File: src/rtl/ssqe_div.sv
// Restoring divider, one quotient bit per cycle, 48-bit dividend.
module ssqe_div (
    input  logic        i_clk,
    input  logic        i_rst_n,
    input  logic        i_start,
    input  logic [47:0] i_num,
    input  logic [32:0] i_den,
    output logic        o_done,
    output logic [47:0] o_quo
);
    logic [47:0] r_q;
    logic [33:0] r_rem;
    logic [32:0] r_den;
    logic [5:0]  r_cnt;
    logic        r_busy;
    logic        r_done;
    logic [33:0] w_trial;

    assign w_trial = {r_rem[32:0], r_q[47]};

    // shift in one dividend bit, subtract when it fits
    always_ff @(posedge i_clk) begin
        if (!i_rst_n) begin
            r_busy <= 1'b0;
            r_cnt  <= '0;
        end else if (i_start) begin
            r_busy <= 1'b1;
            r_cnt  <= '0;
            r_q    <= i_num;
            r_rem  <= '0;
            r_den  <= i_den;
        end else if (r_busy) begin
            if (w_trial >= {1'b0, r_den}) begin
                r_rem <= w_trial - {1'b0, r_den};
                r_q   <= {r_q[46:0], 1'b1};
            end else begin
                r_rem <= w_trial;
                r_q   <= {r_q[46:0], 1'b0};
            end
            r_cnt <= r_cnt + 6'd1;
            if (r_cnt == 6'd47) r_busy <= 1'b0;
        end
    end

    // flag the cycle after the last quotient bit
    always_ff @(posedge i_clk) begin
        if (!i_rst_n) r_done <= 1'b0;
        else r_done <= r_busy && !i_start && (r_cnt == 6'd47);
    end

    assign o_done = r_done;
    assign o_quo  = r_q;
endmodule

File: config.mk
export PLATFORM = sky130hd
export DESIGN_NAME = ssqe_div
export DESIGN_NICKNAME = d
export VERILOG_FILES = /design/src/rtl/ssqe_div.sv
export SDC_FILE = /design/constraint.sdc
export NUM_CORES = 1
export LEC_CHECK = 0
export BUFFER_PORTS_ARGS = -buffer_cell sky130_fd_sc_hd__buf_2
export CAP_MARGIN = 30
export CELL_PAD_IN_SITES_DETAIL_PLACEMENT = 0
export CELL_PAD_IN_SITES_GLOBAL_PLACEMENT = 2
export CORE_MARGIN = 1.5
export CORE_UTILIZATION = 39
export CTS_CLUSTER_DIAMETER = 60
export DETAILED_ROUTE_END_ITERATION = 16
export PLACE_DENSITY = 0.88
export RECOVER_POWER = 25
export SETUP_SLACK_MARGIN = 0.3
export SYNTH_ARGS = -nofsm -noshare
export SYNTH_HDL_FRONTEND = slang
export SYNTH_SLANG_ARGS = --single-unit
File: constraint.sdc
create_clock -name i_clk -period 7.5 [get_ports i_clk]
set_clock_uncertainty 0.15 [all_clocks]
set_input_delay 0.75 -clock i_clk [delete_from_list [all_inputs] [get_ports i_clk]]
set_output_delay 0.75 -clock i_clk [all_outputs]
set_load 0.03 [all_outputs]
==> impl_metrics.toml <==
[job]
max_cap_violations = 1

[timing]
worst_slew_margin_rel_pct = -19.5
rsz0062_at_grt = "no"
fin_crit_sh_pct = 48.8
fmax_ghz = 0.273
setup_viol = 0
period_minus_slack_ps = 3660
maxSlewViolCount = 37
worst_slew_pin_slew_ps = 1790
hold_viol = 0
tns_ps = 0

[floorplanning]
chipWidth_um = 135
die_h_um = 135
fp-row-count = 48
start_util_pct = 39.7
ios = 133
core_um2 = 17200
dieArea_um2 = 18300

[yosys]
yosysSeqAreaShare_pct = 52.6
syn_avg_cell_area_um2 = 11.9
syn_nets = 693
postSynthRegisterBits = 122
ys.warnings.count = 0
synth.distinct_cells = 65
syn_inst = 574
synthArstFlopShare_pct = 0
yosys-top-cells-area = "edfxtp_1 (50%), mux2_2 (7.9%), ha_1 (6.2%), a21o_1 (2.9%), a21oi_1 (2.6%)"
synth_edf_count = 114
synth_top_area_cell = "edfxtp_1"
yosysTopAreaCellShare_pct = 50.3
ys.flop_type = "edfxtp_1"
syn_area_um2 = 6810

[power]
power_leakage_nw = 3.42
vdd_drop_max_v = 0.000189
clkPwrFrac_pct = 37.2
p_comb_share_pct = 24.2
power_frac_seq_pct = 38.7
p_sw_mw = 0.685
powerDensity_nw_per_um2 = 264
p_int_mw = 1.50
swShare_pct = 31.4

[final_layout]
nFillCells = 1651
area_growth_pct = 21.3
final_cell_mix = "buf_2 (124), edfxtp_1 (114), mux2_2 (48)"
seq_area_um2 = 3580
num_antenna_cells = 0
drive_gt1_share_pct = 30.2
layout_commonest_cell = "buf_2"
multiInputGateArea_um2 = 2990
post-route-util_pct = 48.1
fin_nets = 824
fin_area_um2 = 8260
fin_cells = 943

[placed_design]
dp.cells = 911
routabilityCongestion = 0.817
io_buffer_count = 132
place_area_um2 = 7700
detailed_place_hpwl_um = 11800

[grt]
grt_max_degree = 66
grt_pass1_wl_um = 26500
grt_antenna_before_repair = 0
grt_pass1_vias = 5260
grt_overflow = 0
track_usage_pct = 18.8

[detailed_routing]
drc = 0
vias = 4999
ant_nets = 0
drt-pass1-iter-count = 4
routed_via_density = 5.30
routed_wl_um = 16300
wire_per_inst_um = 17.3
drtIter0Drc = 230

[status]
outcome = "finished, violations left"
violations = "capacitance limit, slew limit"

[worst_setup_path]
required_ps = 7490
critPathLaunchType = "flip-flop"
worstPathMaxFanout = 26
arrival_ps = 3650
rrSetupSlack_ps = 3840
critPathKind = "reg2reg"
end_kind = "flip-flop"

[worst_hold_path]
min-delay-path-class = "reg2reg"

[clock_network]
ctsLongestPathBuffers = 2
cts.sinks = 122
cts-root-buf = "clkbuf_16"
cts.repair.resized = 0
numCtsBuffers = 17
post_cts.repair.setup_buffers = 0
tritoncts = "yes"
clkSlewWorstSetupHoldPaths_ps = 70
worstSkewPairLatency_ps = 420
htreeDepth = 4
cts_hold_buf = 0
-- flip-flops by register name, indices dropped and copies added (netlist names) --
signal	cells
r_cnt	6
o_done	1
r_den	33
o_quo	48
r_rem	33
r_busy	1
-- synthesized netlist by cell type (5+ instances only) --
| master | count |
|---|---|
| edfxtp_1 | 114 |
| mux2_2 | 48 |
| nor2_1 | 43 |
| inv_1 | 37 |
| a21oi_1 | 35 |
| ha_1 | 34 |
| a21o_1 | 26 |
| nand2_1 | 24 |
| o21ai_0 | 22 |
| clkbuf_1 | 16 |
| mux2i_1 | 15 |
| xor2_1 | 15 |
| xnor2_1 | 14 |
| a211oi_1 | 12 |
| nand4_1 | 11 |
| nand3_1 | 10 |
| dfxtp_1 | 8 |
| o21a_1 | 8 |
| nor3_1 | 7 |
| buf_2 | 5 |
-- critical path, cell delays in order, from the launching register on --
cell and delay [ps]:
edfxtp_1 400, inv_1 80, ha_1 150, inv_1 50, fa_1 400, a21o_1 220
a221oi_2 480, o211a_1 220, o31ai_2 90, a21oi_4 350, nor2_4 180, buf_4 310
mux2i_1 220, nor2_1 60
-- logic make-up after synthesis --
family | synth area share (%)
AOI/OAI and AO/OA | 14.3
xor gates and xnor gates | 3.73
adders and majority gates | 6.54
buffers and inverters | 3.56
DFF | 52.6
muxes | 10.1
and+or+nand+nor | 9.17
-- stage by stage --
stage / hold slack [ps] / power [mW] / setup WS, ps
2_1_floorplan: 308 / 1.25 / 3760
3_3_place_gp: 316 / 1.37 / 3940
3_5_place_dp: 350 / 1.38 / 3850
4_1_cts: 333 / 2.20 / 3840
5_1_grt: 327 / 2.29 / 3630
6_report: 353 / 2.18 / 3840
-- routing by layer --
metal | GRT usage (%) | routed length, µm | vias to the layer above
met4 | 5.91 | 189 | 0
li1 | - | - | 2430
met5 | 0 | 0 | -
met2 | 31.0 | 7810 | 163
met3 | 7.07 | 1210 | 13
met1 | 22.9 | 7100 | 2393
-- area by class of cell --
type | count | share of cell area [%]
Multi-Input combinational cell | 391 | 36.1
Sequential cell | 122 | 43.4
Inverter | 37 | 1.68
Timing Repair Buffer | 136 | 8.39
Clock buffer | 17 | 5.15
Tap cell | 225 | 3.41
Clock inverter | 15 | 1.85
-- power by group through the flow --
stage / clock (mW) / combinational [mW] / sequential (mW)
floorplan: 0 / 0.367 / 0.884
global placement: 0 / 0.517 / 0.856
detailed placement: 0 / 0.527 / 0.856
CTS: 0.827 / 0.530 / 0.844
global route: 0.853 / 0.583 / 0.850
finish: 0.811 / 0.527 / 0.843
-- final timing paths --
| check | depth (start not counted) | to | from |
|---|---|---|---|
| hold reg to reg | 2 | r_cnt[5]$_SDFFE_PP0P_ | r_cnt[5]$_SDFFE_PP0P_ |
| setup reg to reg | 13 | r_rem[11]$_SDFFCE_PP0P_ | o_quo[47]$_DFFE_PP_ |
| hold / removal | 2 | r_cnt[5]$_SDFFE_PP0P_ | r_cnt[5]$_SDFFE_PP0P_ |
| setup / recovery | 13 | r_rem[11]$_SDFFCE_PP0P_ | o_quo[47]$_DFFE_PP_ |
Power figures use the tool's default switching activity.
