### config.mk
export PLATFORM = sky130hd
export DESIGN_NAME = ssqe_sqrt
export DESIGN_NICKNAME = d
export VERILOG_FILES = /design/src/rtl/ssqe_sqrt.sv
export SDC_FILE = /design/constraint.sdc
export NUM_CORES = 1
export LEC_CHECK = 0
export ABC_CLOCK_PERIOD_IN_PS = 8150
export BUFFER_PORTS_ARGS = -buffer_cell sky130_fd_sc_hd__buf_2
export CAP_MARGIN = 30
export CORE_UTILIZATION = 40
export CTS_BUF_LIST = sky130_fd_sc_hd__clkbuf_8
export DETAILED_ROUTE_END_ITERATION = 12
export SLEW_MARGIN = 15
export SYNTH_ARGS = -nofsm -noshare
export SYNTH_HDL_FRONTEND = slang
export SYNTH_SLANG_ARGS = --single-unit
### constraint.sdc
create_clock -name i_clk -period 8.15 [get_ports i_clk]
set_input_delay 2.445 -clock i_clk [delete_from_list [all_inputs] [get_ports i_clk]]
set_output_delay 2.445 -clock i_clk [all_outputs]
set_load 0.02 [all_outputs]
### src/rtl/ssqe_sqrt.sv
// Bit-serial integer square root: two radicand bits per cycle, one root bit.
module ssqe_sqrt (
    input  logic        i_clk,
    input  logic        i_rst_n,
    input  logic        i_start,
    input  logic [63:0] i_n,
    output logic        o_done,
    output logic [31:0] o_root
);
    logic [63:0] r_n;
    logic [33:0] r_rem;
    logic [31:0] r_root;
    logic [5:0]  r_cnt;
    logic        r_busy;
    logic        r_done;
    logic [33:0] w_trial;
    logic [33:0] w_sub;

    assign w_trial = {r_rem[31:0], r_n[63:62]};
    assign w_sub   = {r_root, 2'b01};

    // advance one root digit per cycle
    always_ff @(posedge i_clk) begin
        if (!i_rst_n) begin
            r_busy <= 1'b0;
            r_cnt  <= '0;
        end else if (i_start) begin
            r_busy <= 1'b1;
            r_cnt  <= '0;
            r_n    <= i_n;
            r_rem  <= '0;
            r_root <= '0;
        end else if (r_busy) begin
            r_n <= {r_n[61:0], 2'b00};
            if (w_trial >= w_sub) begin
                r_rem  <= w_trial - w_sub;
                r_root <= {r_root[30:0], 1'b1};
            end else begin
                r_rem  <= w_trial;
                r_root <= {r_root[30:0], 1'b0};
            end
            r_cnt <= r_cnt + 6'd1;
            if (r_cnt == 6'd31) r_busy <= 1'b0;
        end
    end

    // flag the cycle after the last digit, when the root is complete
    always_ff @(posedge i_clk) begin
        if (!i_rst_n) r_done <= 1'b0;
        else r_done <= r_busy && !i_start && (r_cnt == 6'd31);
    end

    assign o_done = r_done;
    assign o_root = r_root;
endmodule

==> results of run 1 <==
## synth_stat cells, types with 7 or more instances
cell type / count
dfxtp_1: 8
nand2_1: 23
nor2_1: 57
xnor2_1: 13
ha_1: 35
a21o_1: 8
mux2_2: 63
nand3_1: 31
clkbuf_1: 14
xor2_1: 10
nand4_1: 12
o21a_1: 7
o21ai_0: 39
edfxtp_1: 128
inv_1: 42
nor3_1: 7
a31oi_1: 9
a21oi_1: 57
## worst paths after layout
check                start   endpoint  slack (ps)
setup / recovery   i_start  r_rem[19]        3500
hold / removal    r_cnt[5]     o_done         500
setup reg to reg  r_rem[7]  r_rem[24]        4540
hold reg to reg   r_cnt[5]     o_done         500
## through the flow
step | cell area, um2 | hold slack (ps)
after floorplan | 7570 | 431
after global placement | 8250 | 451
after detailed placement | 8270 | 477
after CTS | 8630 | 490
after global routing | 8640 | 533
final | 8650 | 496
## power by group through the flow
stage	logic [mW]	clock network, mW	registers [mW]
after global placement	0.405	0	0.863
after global routing	0.469	0.558	0.854
after CTS	0.419	0.530	0.849
after floorplan	0.304	0	0.872
after detailed placement	0.416	0	0.864
final	0.420	0.518	0.848
## sequential cells by signal, summed over array words and instances, names as in the netlist
| name | cells |
|---|---|
| o_done | 1 |
| o_root | 32 |
| r_busy | 1 |
| r_cnt | 6 |
| r_n | 64 |
| r_rem | 32 |
## final cells by class
class / count / area, um2
well taps: 229 / 287
diodes: 1 / 2.50
multi-input cells: 456 / 3270
clock buffers: 17 / 234
fillers: 1714 / 9620
inverters: 42 / 158
flip-flops and latches: 136 / 4000
repair buffers: 106 / 566
clock inverters: 14 / 126
## cell families after synthesis
kind of cell | count (synthesis) | synth area share [%]
XOR/XNOR | 23 | 2.66
buffers and inverters | 71 | 4.00
AO/OA/AOI/OAI | 160 | 13.4
multiplexers | 66 | 9.77
adder cells (fa/ha/maj) | 35 | 5.79
AND/OR/NAND/NOR | 172 | 11.5
flip-flops | 136 | 52.9
## cells in the final DEF (no fill, tap or decap), types with 4 or more instances in the layout
| cell type | netlist | layout |
|---|---|---|
| nor3_1 | 7 | 7 |
| o21ai_0 | 39 | 39 |
| clkinv_4 | 0 | 4 |
| nor3b_1 | 4 | 4 |
| a21o_1 | 8 | 8 |
| a21oi_1 | 57 | 57 |
| nor2b_1 | 4 | 4 |
| nand2b_1 | 5 | 5 |
| nand3_1 | 31 | 31 |
| xnor2_1 | 13 | 13 |
| a211oi_1 | 6 | 6 |
| ha_1 | 35 | 35 |
| xor2_1 | 10 | 10 |
| edfxtp_1 | 128 | 128 |
| o21a_1 | 7 | 6 |
| mux2_2 | 63 | 63 |
| nand2_1 | 23 | 23 |
| buf_4 | 1 | 6 |
| or3_1 | 6 | 6 |
| buf_2 | 5 | 98 |
| dfxtp_1 | 8 | 8 |
| inv_1 | 42 | 43 |
| nand4_1 | 12 | 12 |
| a31oi_1 | 9 | 9 |
| clkbuf_8 | 2 | 17 |
| nor2_1 | 57 | 57 |
## routing by layer
layer | track usage (%) | up-vias | wire, um
li1 | - | 2680 | -
met1 | 23.5 | 2630 | 7560
met2 | 27.7 | 165 | 7440
met3 | 6.37 | 16 | 1230
met4 | 5.26 | 2 | 206
met5 | 0 | - | 12
==> run metrics, run 1 <==
HPWL Detailed 11400 um; slowest stage delay, CP 820 ps; Ports 100; Worst-Skew Late Latency 440 ps; final period utilization 57.0%; Tot Pwr 1.79 mW; Buf/Inv on CP 2; slew at the pin with the worst max-slew slack 922 ps; RSZ-0062 raised after global routing false; setup ws final 3500 ps; Layout Cells excl Fill 1001; drt drc 0; final net count 861; sequential fraction of the synthesis area 52.9%; clk sinks 136; Reg clk slew, reported paths 80 ps; global-route wire length before repair 27800 um; Reg2Reg Depth 10; Leak 3.36 nW; crit path kind in -> reg; CP Capture Type register; Power Dens Cells 207 nW/um2; DP Worst Slack 2960 ps; FF+latch count, synth 136; placed cell count 968; Final TNS setup 0 ps; synthesized area 7570 um2; Final Max Slew Viols 0; ANT nets after route 0; Clock Skew 15.3 ps; # Post-CTS Setup Buffers 0; Yosys top cell area share 50.8%; crit path DAT 4710 ps; critical path, cell by cell buf_4 > o21a_4 > buf_4; async set-or-reset flop fraction in the synthesized netlist 0%; row cnt 49; proportion of layout cells with a drive suffix above 1 28.3%; min cycle time layout 4650 ps; leading area contributor after synthesis edfxtp_1; vias in the first global route 5612; # hold bufs at CTS 0; initial DRC count 391; pin count of the biggest net entering global routing 68; Post-synth EDFFs 128; internal power 1.24 mW; status complete, no violations; vias per inst 5.49; CP max FO 67; GP Congestion 0.903; initial antenna violation count 2; Clock Path Buffers 2; final hold vios 0; Seq pwr share 47.5%; core area 18300 um2; YS warnings 0; Num CTS Buffers 17; H-tree Lvls 4; Total Routing Usage GR 17.9%; slowest CP cell o21a_4; clock share of power 29.0%; critical path depth 3; global route overflow 0; Data required, critical path 8210 ps; CP delay by family, top buffers and inverters; Synth Net Count 765; Rel. slew slack 38.5%; CTS Root Cell clkbuf_8; count of final setup violators 0; Critical Path Source Type input port; Switching Share 30.6%; die height 140 um; max-cap viol count 0; synth top area cells edfxtp_1 (51%), mux2_2 (9.4%), ha_1 (5.8%); Gate power share 23.5%; Pre-antenna DRT Iters 4; final WL 16400 um; critical path's most frequent cell buf_4; drt wl/cell 16.4 um; Die ar. 19500 um2; FMAX 215 MHz; Util after Layout 47.3%; cts repair resizes 0; Worst VDD drop 0.117 mV; Post-synth top flop edfxtp_1; Die X 140 um; cell count after synthesis 663; Hold WC Path Type reg -> reg; port bufs 99; via count 5493; CTS tree done; Mapped Avg Cell Area 11.4 um2; Synth cell types 61; initial core utilization 41.4%; Layout Area Growth over Synthesis 14.2%; worst hold path cell count 1; sw power 0.546 mW
(Power assumes the default switching activity.)
==> run 2: changes to the inputs <==
- ABC_CLOCK_PERIOD_IN_PS: 8150 -> 4350
- clock period: 8.15 -> 4.35 ns (I/O delays scaled with it)
==> run metrics, run 2 (same netlist as run 1, synthesis figures left out) <==
clock share of power 30.1% (was 29.0%); RSZ-0062 raised after global routing false (unchanged); final WL 16700 um (was 16400 um); Seq pwr share 46.5% (was 47.5%); critical path's most frequent cell nand3_2 (was buf_4); # hold bufs at CTS 0 (unchanged); Critical Path Source Type register (was input port); grt peak-use layer met2 (unchanged); Total Routing Usage GR 17.9% (about the same); row cnt 49 (unchanged); CTS tree done (unchanged); WHS Endpoint o_done (unchanged); Reg-to-Reg Start o_root[7] (was r_rem[7]); Switching Share 31.4% (was 30.6%); worst hold path cell count 1 (unchanged); FMAX 281 MHz; global route overflow 0 (unchanged); cts repair resizes 0 (unchanged); Clock Skew 14.6 ps (was 15.3 ps); footprint of the multi-input gates 3270 um2 (unchanged); via count 5555 (was 5493); crit path kind reg -> reg (was in -> reg); most frequent cells in the layout edfxtp_1 (128), buf_2 (98), mux2_2 (63) (unchanged); commonest non-fill, non-tap cell in the layout edfxtp_1 (unchanged); CTS Root Cell clkbuf_8 (unchanged); proportion of layout cells with a drive suffix above 1 28.6% (was 28.3%); internal power 2.34 mW (was 1.24 mW); Leak 3.38 nW (was 3.36 nW); r2r endpoint r_rem[28] (was r_rem[24]); met1 usage 22.7% (was 23.5%); sw power 1.07 mW (was 0.546 mW); grt met2 use 28.2% (was 27.7%); drt wl/cell 16.7 um (was 16.4 um); GP Congestion 0.886 (was 0.903); crit path DAT 3710 ps (was 4710 ps); slowest CP cell nor2_1 (was o21a_4); Clock Path Buffers 2 (unchanged); Die X 140 um (unchanged); port bufs 99 (unchanged); Layout Area Growth over Synthesis 15.0% (was 14.2%); slowest stage delay, CP 660 ps (was 820 ps); GRT met3 Usage 5.95% (was 6.37%); Pre-antenna DRT Iters 5 (was 4); initial antenna violation count 0 (was 2); # Post-CTS Setup Buffers 0 (unchanged); placed cell count 971 (was 968); final net count 864 (was 861); initial DRC count 336 (was 391); sequential cell area 4000 um2 (unchanged); status complete, no violations (unchanged); CP max FO 20 (was 67); Data required, critical path 4500 ps (was 8210 ps); Gate power share 23.4% (was 23.5%); Num CTS Buffers 17 (unchanged); slew at the pin with the worst max-slew slack 713 ps (was 922 ps); Layout Cells excl Fill 1004 (was 1001); final period utilization 81.7%; critical path, cell by cell inv_1 > ha_1 > nand3_2 > or3_1 > a31o_1 > nand3_2 > a41oi_4 > o21a_1 > nor2_1 > o22ai_1 (was buf_4 > o21a_4 > buf_4); diodes inserted 0 (was 1); Final TNS setup 0 ps (unchanged); die height 140 um (unchanged); Largest Register r_n (unchanged); Reg2Reg Depth 10 (unchanged); Worst-Skew Late Latency 450 ps (was 440 ps); final hold vios 0 (unchanged); Power Dens Cells 392 nW/um2 (was 207 nW/um2); Final Max Slew Viols 0 (unchanged); vias in the first global route 5680 (was 5612); Util after Layout 47.6% (was 47.3%); HPWL Detailed 11700 um (was 11400 um); pin count of the biggest net entering global routing 54 (was 68); vias per inst 5.53 (was 5.49); Hold WC Path Type reg -> reg (unchanged); global-route wire length before repair 27700 um (was 27800 um); min cycle time layout 3560 ps; worst hold start r_cnt[5] (unchanged); count of final setup violators 0 (unchanged); drt drc 0 (unchanged); core area 18300 um2 (unchanged); Ports 100 (unchanged); initial core utilization 41.4% (unchanged); ANT nets after route 0 (unchanged); Die ar. 19500 um2 (unchanged); CP Capture Type register (unchanged); max reg flops 64 (unchanged); worst reg-to-reg setup slack 790 ps (was 4540 ps); H-tree Lvls 4 (unchanged); FILL cells 1736 (was 1714); Reg clk slew, reported paths 90 ps (was 80 ps); max-cap viol count 0 (unchanged); Worst VDD drop 0.194 mV (was 0.117 mV); clk sinks 136 (unchanged); Rel. slew slack 52.3% (was 38.5%)
[run 2: changes by cell type in the layout (fill, tap and decap cells not counted), sizes merged]
cell    delta
clkinv     -1
inv        +2
buf        +3
diode      -1
[run 2: worst max-delay path, delay by kind of cell (launching register included)]
kind                       cells  cell delay (ps)
AOI/OAI and AO/OA              4             1050
adders and majority gates      1              450
buffers and inverters          1               60
DFF                            1              360
and+or+nand+nor                4             1340
[run 2: through the flow]
stage	area, um2	worst slack [ps]	hold slack, ps	total power [mW]
after floorplan	7570	318	431	2.20
after global placement	8310	945	454	2.38
after detailed placement	8310	830	489	2.40
after CTS	8690	801	502	3.43
after global routing	8700	540	518	3.59
final	8700	795	497	3.41
[run 2: per-layer routing]
layer  part of all wire, %  routed length, um
met1                    45               7610
met2                    45               7590
met3                   7.4               1240
met4                   1.8                301
met5                     0                  0
[run 2: power by group through the flow]
stage                     combinational [mW]  clock (mW)  sequential (mW)
after floorplan                        0.569           0             1.63
after global placement                 0.769           0             1.61
after detailed placement               0.785           0             1.61
after CTS                              0.788        1.06             1.59
after global routing                   0.880        1.11             1.60
final                                  0.798        1.02             1.59
[run 2: final cells by class]
cell class	instances	share of cell area [%]
Timing Repair Buffer	109	6.96
Multi-Input combinational cell	456	37.6
Inverter	42	1.81
Sequential cell	136	46.0
Clock inverter	15	1.65
Clock buffer	17	2.69
Tap cell	229	3.29
[run 2: how the worst max path moves through the flow]
stage               slack (ps)        end  startpoint
detailed placement         830   r_rem[6]   o_root[7]
global placement           950   r_rem[6]   o_root[7]
global route               540   r_rem[6]    r_rem[7]
floorplan                  320  o_root[0]     i_start
finish                     790  r_rem[28]   o_root[7]
CTS                        800   r_rem[6]   o_root[7]
==> run 3: changes to the inputs <==
- ABC_CLOCK_PERIOD_IN_PS: 4350 -> 3200
- clock period: 4.35 -> 3.2 ns (I/O delays scaled with it)
==> run metrics, run 3 (same netlist as run 1, synthesis figures left out) <==
worst hold start r_cnt[5] (unchanged); proportion of layout cells with a drive suffix above 1 30.9% (was 28.6%); CP Capture Type register (unchanged); Final Max Slew Viols 0 (unchanged); Buf/Inv on CP 0 (was 1); status complete, no violations (unchanged); final WL 17100 um (was 16700 um); drt wl/cell 16.7 um (about the same); max-cap viol count 0 (unchanged); worst hold margin 483 ps (was 497 ps); initial core utilization 41.4% (unchanged); Leak 3.53 nW (was 3.38 nW); Reg clk slew, reported paths 90 ps (about the same); initial antenna violation count 1 (was 0); core area 18300 um2 (unchanged); Power Dens Cells 547 nW/um2 (was 392 nW/um2); row cnt 49 (unchanged); Die ar. 19500 um2 (unchanged); Clock Skew 13.6 ps (was 14.6 ps); vias per inst 5.53 (about the same); # Post-CTS Setup Buffers 0 (unchanged); Worst VDD drop 0.250 mV (was 0.194 mV); CP max FO 10 (was 20); HPWL Detailed 12000 um (was 11700 um); pin count of the biggest net entering global routing 99 (was 54); global route overflow 0 (unchanged); Reg-to-Reg Start r_rem[4] (was o_root[7]); Data required, critical path 3480 ps (was 4500 ps); Rel. slew slack 65.4% (was 52.3%); Ports 100 (unchanged); vias in the first global route 5935 (was 5680); CTS tree done (unchanged); drt drc 0 (unchanged); slew at the pin with the worst max-slew slack 519 ps (was 713 ps); most frequent cells in the layout edfxtp_1 (128), buf_2 (98), mux2_2 (63) (unchanged); Die X 140 um (unchanged); Critical Path Source Type register (unchanged); Pre-antenna DRT Iters 5 (unchanged); fin area 8950 um2 (was 8700 um2); Worst-Skew Late Latency 450 ps (about the same); global-route wire length before repair 28500 um (was 27700 um); RSZ-0062 raised after global routing false (unchanged); max reg flops 64 (unchanged); critical path startpoint r_rem[4] (was o_root[7]); Final TNS setup 0 ps (unchanged); Num CTS Buffers 17 (unchanged); critical path, cell by cell ha_1 > nand3_1 > or3_1 > a31o_1 > nand3_2 > a41oi_4 > o21a_2 > or4b_1 > a21oi_1 (was inv_1 > ha_1 > nand3_2 > or3_1 > a31o_1 > nand3_2 > a41oi_4 > o21a_1 > nor2_1 > o22ai_1); FMAX 337 MHz (was 281 MHz); placed cell area 8500 um2 (was 8310 um2); Largest Register r_n (unchanged); final hold vios 0 (unchanged); commonest non-fill, non-tap cell in the layout edfxtp_1 (unchanged); crit path kind reg -> reg (unchanged); Clock Path Buffers 2 (unchanged); GP Congestion 0.928 (was 0.886); final period utilization 92.7% (was 81.7%); Hold WC Path Type reg -> reg (unchanged); CTS Root Cell clkbuf_8 (unchanged); Total Routing Usage GR 18.5% (was 17.9%); H-tree Lvls 4 (unchanged); count of final setup violators 0 (unchanged); min cycle time layout 2970 ps (was 3560 ps); slowest stage delay, CP 510 ps (was 660 ps); crit path DAT 3250 ps (was 3710 ps); port bufs 99 (unchanged); clk sinks 136 (unchanged); slowest CP cell or4b_1 (was nor2_1); via count 5674 (was 5555); ANT nets after route 0 (unchanged); CP delay by family, top simple AND/OR/NAND/NOR gates (unchanged); die height 140 um (unchanged); final net count 885 (was 864); Layout Area Growth over Synthesis 18.2% (was 15.0%); initial DRC count 342 (was 336)
==> run 3: changes by cell type in the layout (fill, tap and decap cells not counted), sizes merged <==
cell | before | now
diode | 0 | 1
inv | 48 | 46
clkinvlp | 3 | 2
buf | 109 | 130
bufinv | 1 | 4
==> run 3: power by group <==
part / switching (mW) / internal (mW) / leakage (nW)
registers: 0.0509 / 2.11 / 1.30
clock network: 0.740 / 0.853 / 0.216
logic: 0.659 / 0.490 / 2.01
==> run 3: metrics by stage <==
stage | power, mW | cells | setup WS (ps) | util [%]
CTS | 4.93 | 1025 | 165 | 48.9
global route | 5.14 | 1025 | 21.7 | 49.0
global placement | 3.31 | 993 | 267 | 46.5
detailed placement | 3.33 | 993 | 179 | 46.5
floorplan | 2.99 | 663 | 183 | -
finish | 4.90 | 1026 | 233 | 49.0
==> run 3: repair_timing <==
| action | CTS | global route |
|---|---|---|
| gates resized for setup | 0 | 3 |
| endpoints found under the setup margin | 0 | 13 |
| hold buffers | 0 | 0 |
==> run 3: final timing paths <==
| kind | cells past startpoint | to | slack (ps) |
|---|---|---|---|
| min | 1 | o_done | 480 |
| max | 9 | r_rem[16] | 230 |
| max reg2reg | 9 | r_rem[16] | 230 |
| min reg2reg | 1 | o_done | 480 |
==> run 3: routing by layer <==
| layer | part of all wire, % | wire length [um] | global-route usage [%] |
|---|---|---|---|
| met2 | 47 | 8040 | 31.0 |
| met3 | 8.4 | 1430 | 6.37 |
| met5 | 0.076 | 13 | 0 |
| met1 | 43 | 7370 | 22.2 |
| met4 | 1.3 | 227 | 5.73 |
==> run 3: final cells by class <==
type                    count  area [um2]
flip-flops and latches    136        4000
fillers                  1629        9320
inverters                  42         158
clock buffers              17         234
repair buffers            130         781
well taps                 229         287
clock inverters            15         200
diodes                      1        2.50
multi-input cells         456        3280
